<file path="config.mk">
export PLATFORM = sky130hd
export DESIGN_NAME = mtg_controller
export DESIGN_NICKNAME = d
export VERILOG_FILES = /design/src/hw/rtl/mtg_pkg.sv /design/src/hw/rtl/mtg_controller.sv
export SDC_FILE = /design/constraint.sdc
export NUM_CORES = 1
export LEC_CHECK = 0
export CAP_MARGIN = 20
export CORE_MARGIN = 10
export CORE_UTILIZATION = 35
export DETAILED_ROUTE_END_ITERATION = 16
export DONT_BUFFER_PORTS = 1
export GPL_ROUTABILITY_DRIVEN = 0
export HOLD_SLACK_MARGIN = 0.06
export PLACE_DENSITY = 0.5
export SETUP_SLACK_MARGIN = 0.1
export SYNTH_ARGS = -nofsm -noshare
export SYNTH_HDL_FRONTEND = slang
export SYNTH_SLANG_ARGS = --single-unit
</file>
<file path="constraint.sdc">
create_clock -name clk -period 2.6 [get_ports clk]
set_input_delay 0.39 -clock clk [delete_from_list [all_inputs] [get_ports clk]]
set_output_delay 0.39 -clock clk [all_outputs]
set_load 0.02 [all_outputs]
</file>
<file path="src/hw/rtl/mtg_pkg.sv">
// Package for the MT19937 generator: constants, command codes, channel payloads
// and controller types. No dependencies.
`timescale 1ns / 1ps
package mtg_pkg;
  localparam int unsigned StateDepth = 624;
  localparam int unsigned AddrW = 10;
  localparam logic [AddrW-1:0] LastAddr = 10'd623;
  localparam logic [AddrW-1:0] TapOffset = 10'd397;
  localparam logic [31:0] TwistMatrix = 32'h9908b0df;
  localparam logic [31:0] SeedMult = 32'd1812433253;
  localparam logic [31:0] ArrayMultA = 32'd1664525;
  localparam logic [31:0] ArrayMultB = 32'd1566083941;
  localparam logic [31:0] ArrayBaseSeed = 32'd19650218;
  localparam logic [31:0] DefaultSeed = 32'd5489;
  localparam logic [31:0] HighBit = 32'h80000000;
  localparam logic [31:0] TemperB = 32'h9d2c5680;
  localparam logic [31:0] TemperC = 32'hefc60000;

  typedef enum logic [1:0] {
    CMD_SEED = 2'd0,
    CMD_KEY  = 2'd1,
    CMD_INIT = 2'd2,
    CMD_DRAW = 2'd3
  } cmd_t;

  typedef struct packed {
    cmd_t        command;
    logic [31:0] data_word;
  } req_t;

  typedef struct packed {
    logic [31:0] random_word;
  } rsp_t;

  // Datapath operation selected by the controller.
  typedef enum logic [2:0] {
    OP_NONE  = 3'd0,
    OP_SEED  = 3'd1,
    OP_PASSA = 3'd2,
    OP_PASSB = 3'd3,
    OP_TWIST = 3'd4
  } op_t;

  typedef struct packed {
    op_t              op;
    logic             start;
    logic [31:0]      seed;
    logic             fin_word0;
  } dp_cmd_t;

  typedef struct packed {
    logic busy;
  } dp_stat_t;

  function automatic logic [31:0] temper(input logic [31:0] x);
    logic [31:0] y;
    y = x ^ (x >> 11);
    y = y ^ ((y << 7) & TemperB);
    y = y ^ ((y << 15) & TemperC);
    y = y ^ (y >> 18);
    return y;
  endfunction
endpackage

</file>
<file path="src/hw/rtl/mtg_controller.sv">
// Command sequencer for the MT19937 generator: decodes requests and steps the
// datapath through seed, array passes and twist. Depends on mtg_pkg.
`timescale 1ns / 1ps
module mtg_controller #(
  parameter int KeyDepth = 16
) (
  input  logic                          clk,
  input  logic                          rst,
  input  logic                          in_valid,
  output logic                          in_ready,
  input  logic [1:0]                    in_cmd,
  input  logic [31:0]                   in_data,
  output logic                          out_valid,
  input  logic                          out_ready,
  output logic [31:0]                   out_word,
  output mtg_pkg::dp_cmd_t              cmd,
  input  mtg_pkg::dp_stat_t             stat,
  output logic                          key_we,
  output logic [$clog2(KeyDepth+1)-1:0] key_count,
  output logic [mtg_pkg::AddrW-1:0]     out_addr,
  input  logic [31:0]                   ram_word
);
  localparam int KW = $clog2(KeyDepth+1);
  localparam logic [KW-1:0] KFull = KW'(KeyDepth);

  typedef enum logic [7:0] {
    S_IDLE  = 8'b0000_0001,
    S_SEED  = 8'b0000_0010,
    S_PASSA = 8'b0000_0100,
    S_PASSB = 8'b0000_1000,
    S_TWIST = 8'b0001_0000,
    S_READ  = 8'b0010_0000,
    S_TEMP  = 8'b0100_0000,
    S_WAIT  = 8'b1000_0000
  } state_t;

  state_t state, state_next;
  logic [10:0] read_index;
  logic draw_pend, init_pend, started;

  assign in_ready = state == S_IDLE && !out_valid;
  assign key_we = in_valid && in_ready && in_cmd == mtg_pkg::CMD_KEY && key_count != KFull;
  assign out_addr = read_index[mtg_pkg::AddrW-1:0];

  always_comb begin
    cmd = '0;
    cmd.seed = mtg_pkg::DefaultSeed;
    cmd.fin_word0 = state == S_PASSB;
    if (state == S_IDLE && in_valid && in_ready) begin
      case (in_cmd)
        mtg_pkg::CMD_SEED: begin
          cmd.start = 1'b1; cmd.op = mtg_pkg::OP_SEED; cmd.seed = in_data;
        end
        mtg_pkg::CMD_INIT: if (key_count != '0) begin
          cmd.start = 1'b1; cmd.op = mtg_pkg::OP_SEED; cmd.seed = mtg_pkg::ArrayBaseSeed;
        end
        mtg_pkg::CMD_DRAW: if (read_index >= 11'd624) begin
          cmd.start = 1'b1;
          cmd.op = read_index == 11'd624 ? mtg_pkg::OP_TWIST : mtg_pkg::OP_SEED;
        end
        default: ;
      endcase
    end else if (!started && !stat.busy) begin
      case (state)
        S_SEED: if (init_pend) begin cmd.start = 1'b1; cmd.op = mtg_pkg::OP_PASSA; end
          else if (draw_pend) begin cmd.start = 1'b1; cmd.op = mtg_pkg::OP_TWIST; end
        S_PASSA: begin cmd.start = 1'b1; cmd.op = mtg_pkg::OP_PASSB; end
        default: ;
      endcase
    end
  end

  always_comb begin
    state_next = state;
    case (state)
      S_IDLE: if (in_valid && in_ready) begin
        case (in_cmd)
          mtg_pkg::CMD_SEED: state_next = S_SEED;
          mtg_pkg::CMD_INIT: if (key_count != '0) state_next = S_SEED;
          mtg_pkg::CMD_DRAW: state_next = read_index == 11'd624 ? S_TWIST
            : read_index > 11'd624 ? S_SEED : S_READ;
          default: ;
        endcase
      end
      S_SEED: if (!started && !stat.busy)
        state_next = init_pend ? S_PASSA : draw_pend ? S_TWIST : S_IDLE;
      S_PASSA: if (!started && !stat.busy) state_next = S_PASSB;
      S_PASSB: if (!started && !stat.busy) state_next = S_IDLE;
      S_TWIST: if (!started && !stat.busy) state_next = S_READ;
      S_READ: state_next = S_TEMP;
      S_TEMP: state_next = S_IDLE;
      S_WAIT: state_next = S_IDLE;
      default: state_next = S_IDLE;
    endcase
  end

  always_ff @(posedge clk) begin
    if (rst) begin
      state <= S_IDLE;
      read_index <= 11'd625;
      key_count <= '0;
      draw_pend <= 1'b0;
      init_pend <= 1'b0;
      out_valid <= 1'b0;
      started <= 1'b0;
    end else begin
      state <= state_next;
      started <= cmd.start;
      if (out_valid && out_ready) out_valid <= 1'b0;
      if (key_we) key_count <= key_count + 1'b1;
      if (state == S_PASSA && state_next == S_PASSB) key_count <= '0;
      if (state == S_IDLE && in_valid && in_ready) begin
        draw_pend <= in_cmd == mtg_pkg::CMD_DRAW;
        init_pend <= in_cmd == mtg_pkg::CMD_INIT;
        if (in_cmd == mtg_pkg::CMD_SEED) read_index <= 11'd624;
        if (in_cmd == mtg_pkg::CMD_INIT && key_count != '0) read_index <= 11'd624;
      end
      if (state == S_TWIST && state_next == S_READ) read_index <= '0;
      if (state == S_SEED && state_next == S_TWIST) read_index <= 11'd624;
      if (state == S_TEMP) begin
        out_word <= mtg_pkg::temper(ram_word);
        out_valid <= 1'b1;
        read_index <= read_index + 1'b1;
      end
    end
  end
endmodule

</file>
==> flow_metrics.py <==
metrics = {
    "run_status": {
        "run_status": "finished, final reports clean",
    },
    "clock_tree": {
        "cts_hold_buf": 0,
        "cts_tree": "done",
        "h-tree-depth": 3,
        "clk_pin_slew_worst_paths_ns": 0.08,
        "clkSinkCount": 60,
        "clock_latency_ns": 0.35,
        "clock_path_buffers": 2,
        "cts_buffers": 9,
        "cts-root-buf": "clkbuf_8",
    },
    "floorplan": {
        "start_util_pct": 35.9,
        "core_area_sq_um": 9730,
        "die-area_sq_um": 14400,
        "fp.dieH_um": 120,
        "ios": 158,
        "die_w_um": 120,
        "core.rowCount": 36,
    },
    "cells_and_area": {
        "multi_input_area_sq_um": 1850,
        "final_cell_mix": "nor2_1 (44), xnor2_1 (44), edfxtp_1 (32), dfxtp_1 (26), xor2_1 (23)",
        "antenna_cells": 0,
        "final_layout_size_suffix_gt1_share_pct": 18.2,
        "fin_area_sq_um": 3950,
        "layout.nets": 444,
        "register_area_sq_um": 1520,
        "area_growth_syn_to_layout_pct": 13.2,
        "nFillCells": 978,
    },
    "worst_hold_path": {
        "hold_class": "in2reg",
        "worstHoldPathCells": 1,
        "hold_end": "state[4]",
        "hold_start": "rst",
    },
    "routing": {
        "wl_um": 9830,
        "wl_per_cell_um": 19.4,
        "drt-initial-drc-count": 140,
        "vias": 2660,
        "ant_nets": 0,
        "routed_via_density": 5.25,
        "dr.pass1.iters": 4,
        "drc": 0,
    },
    "pwr": {
        "leakage_nw": 1.39,
        "total_power_mw": 2.23,
        "power.density_nw_per_um2": 564,
        "ir_drop_uv": 245,
    },
    "logic_synthesis": {
        "synth_edf_count": 32,
        "async_reset_ff_share_pct": 0,
        "netlist_area_sq_um": 3490,
        "yosys-top-cells-area": "edfxtp_1 (28%), dfxtp_1 (16%), xnor2_1 (11%)",
        "ys_warn_count": 0,
        "synthFlopType": "edfxtp_1",
        "ys_seq_elements": 60,
        "synth_cell_types": 60,
        "synth_top_area_share_pct": 27.5,
        "syn_nets": 434,
        "syn_avg_cell_area_sq_um": 9.73,
        "netlist.top_cell.by_area": "edfxtp_1",
        "ys_seq_area_share_pct": 43.6,
        "syn_inst": 359,
    },
    "critical_path": {
        "cp.required_ns": 2.21,
        "crit_buf_inv": 1,
        "rr_endpoint": "read_index[0]",
        "r2r_start": "state[1]",
        "crit_fanout": 16,
        "worst-setup-path-type": "reg2out",
        "reg2reg_depth": 5,
        "cpPeakStageDelay_ns": 0.36,
        "slowest_stage": "nor2_1",
        "crit_start": "key_count[0]",
        "worstPathCellList": "inv_1 > ha_1 > nor4b_2 > a21o_1 > or2_4 > nor2_1",
        "worst_setup_path_start_kind": "flip-flop",
        "crit_arrival_ns": 2.06,
        "crit_family": "simple AND/OR/NAND/NOR gates",
        "end_kind": "output port",
        "path_depth": 6,
        "rrSetupSlack_ns": 0.54,
    },
    "sta": {
        "rsz0062_at_grt": "yes",
        "hold_ws_ns": 0.103,
        "max_slew.worst_pin.slew_ns": 0.584,
        "hold_viol_final": 0,
        "clock_skew_ns": 0.0101,
        "setup_viol": 0,
        "finalCriticalPeriod_ns": 2.45,
        "drv_slew": 0,
        "slew_headroom_pct": 60.8,
        "tns_ns": 0,
        "fmax_mhz": 408,
        "finalCritPeriodShare_pct": 94.2,
    },
    "placed_design": {
        "dpl.hpwl_um": 7750,
        "postPlaceCellArea_sq_um": 3670,
        "portBuffers": 0,
    },
    "global_routing": {
        "grt_overflow_total": 0,
        "grt_max_degree": 29,
        "grt_pass1_vias": 2688,
        "antenna_found_initial": 0,
        "grt_usage_pct": 13.2,
        "grt_pass1_wl_um": 15200,
    },
    "job": {
        "cap_viol_max_count": 0,
    },
}
## metrics by stage
stage / cells / utilization (%) / setup slack, ns
detailed placement: 489 / 37.8 / 0.329
finish: 507 / 40.6 / 0.150
global route: 507 / 40.6 / 0.0389
global placement: 489 / 37.8 / 0.364
CTS: 507 / 40.1 / 0.121
floorplan: 359 / - / 0.256
## report_power, final
| part | switching [mW] | total, mW | internal (mW) |
|---|---|---|---|
| sequential | 0.00607 | 1.04 | 1.03 |
| clock | 0.428 | 0.885 | 0.457 |
| combinational | 0.161 | 0.303 | 0.142 |
| total | 0.595 | 2.23 | 1.63 |
## cell type report
| cell class | count | share of cell area (%) |
|---|---|---|
| multi-input combinational | 268 | 46.9 |
| sequential | 60 | 38.6 |
| timing repair buffer | 20 | 4.21 |
| tap | 133 | 4.21 |
| clock buffer | 9 | 3.13 |
| clock inverter | 7 | 2.09 |
| inverter | 10 | 0.950 |
## routing by layer
metal	routed length [um]	part of all wire (%)	vias to the layer above	track usage, %
li1	-	-	1273	-
met5	0	0	-	0
met3	1330	13	11	8.58
met2	4600	47	132	21.3
met4	136	1.4	0	3.77
met1	3770	38	1244	13.9
## sequential cells by signal, summed over array words and instances, names as in the netlist
signal	count
init_pend	1
state	8
out_valid	1
key_count	5
read_index	11
started	1
out_word	32
draw_pend	1
## how the worst max path moves through the flow
stage / slack [ns] / end
2_1_floorplan: 0.26 / cmd[10]
3_3_place_gp: 0.36 / cmd[9]
3_5_place_dp: 0.33 / cmd[9]
4_1_cts: 0.12 / cmd[3]
5_1_grt: 0.04 / cmd[18]
6_report: 0.15 / cmd[22]
## repair_timing
action,CTS,global route
gates resized for setup,3,23
pin swaps,1,1
setup buffers,2,0
endpoints found under the setup margin,33,36
## worst register-to-register path, stage by stage (launching register included)
cell and delay (ns):
dfxtp_1 0.58, nor4bb_1 0.37, nand4_1 0.32, o211ai_4 0.28, inv_2 0.05, a311o_1 0.35
## synth_stat cells, drive strengths merged (3+ instances only)
library cell and n:
nor4b 3, nand4 9, edfxtp 32, ha 4
inv 10, a21oi 10, nand2 20, nand2b 10
o31ai 3, xnor2 44, nor2 47, dfxtp 28
nand3 11, and2 15, xor2 23, a31oi 4
nor4 3, clkbuf 4, a21o 5, o21ai 8
nor3 7, buf 17, nor2b 9
## cell families after synthesis
group	count (synthesis)	share of synthesized area, %
AND/OR/NAND/NOR	145	22.7
XOR/XNOR	67	16.8
flip-flops	60	43.6
AO/OA/AOI/OAI	50	10.2
buffers and inverters	31	4.87
adder cells (fa/ha/maj)	4	1.43
other	1	0.107
multiplexers	1	0.287
Note: power is estimated with default switching activity, not from simulation.
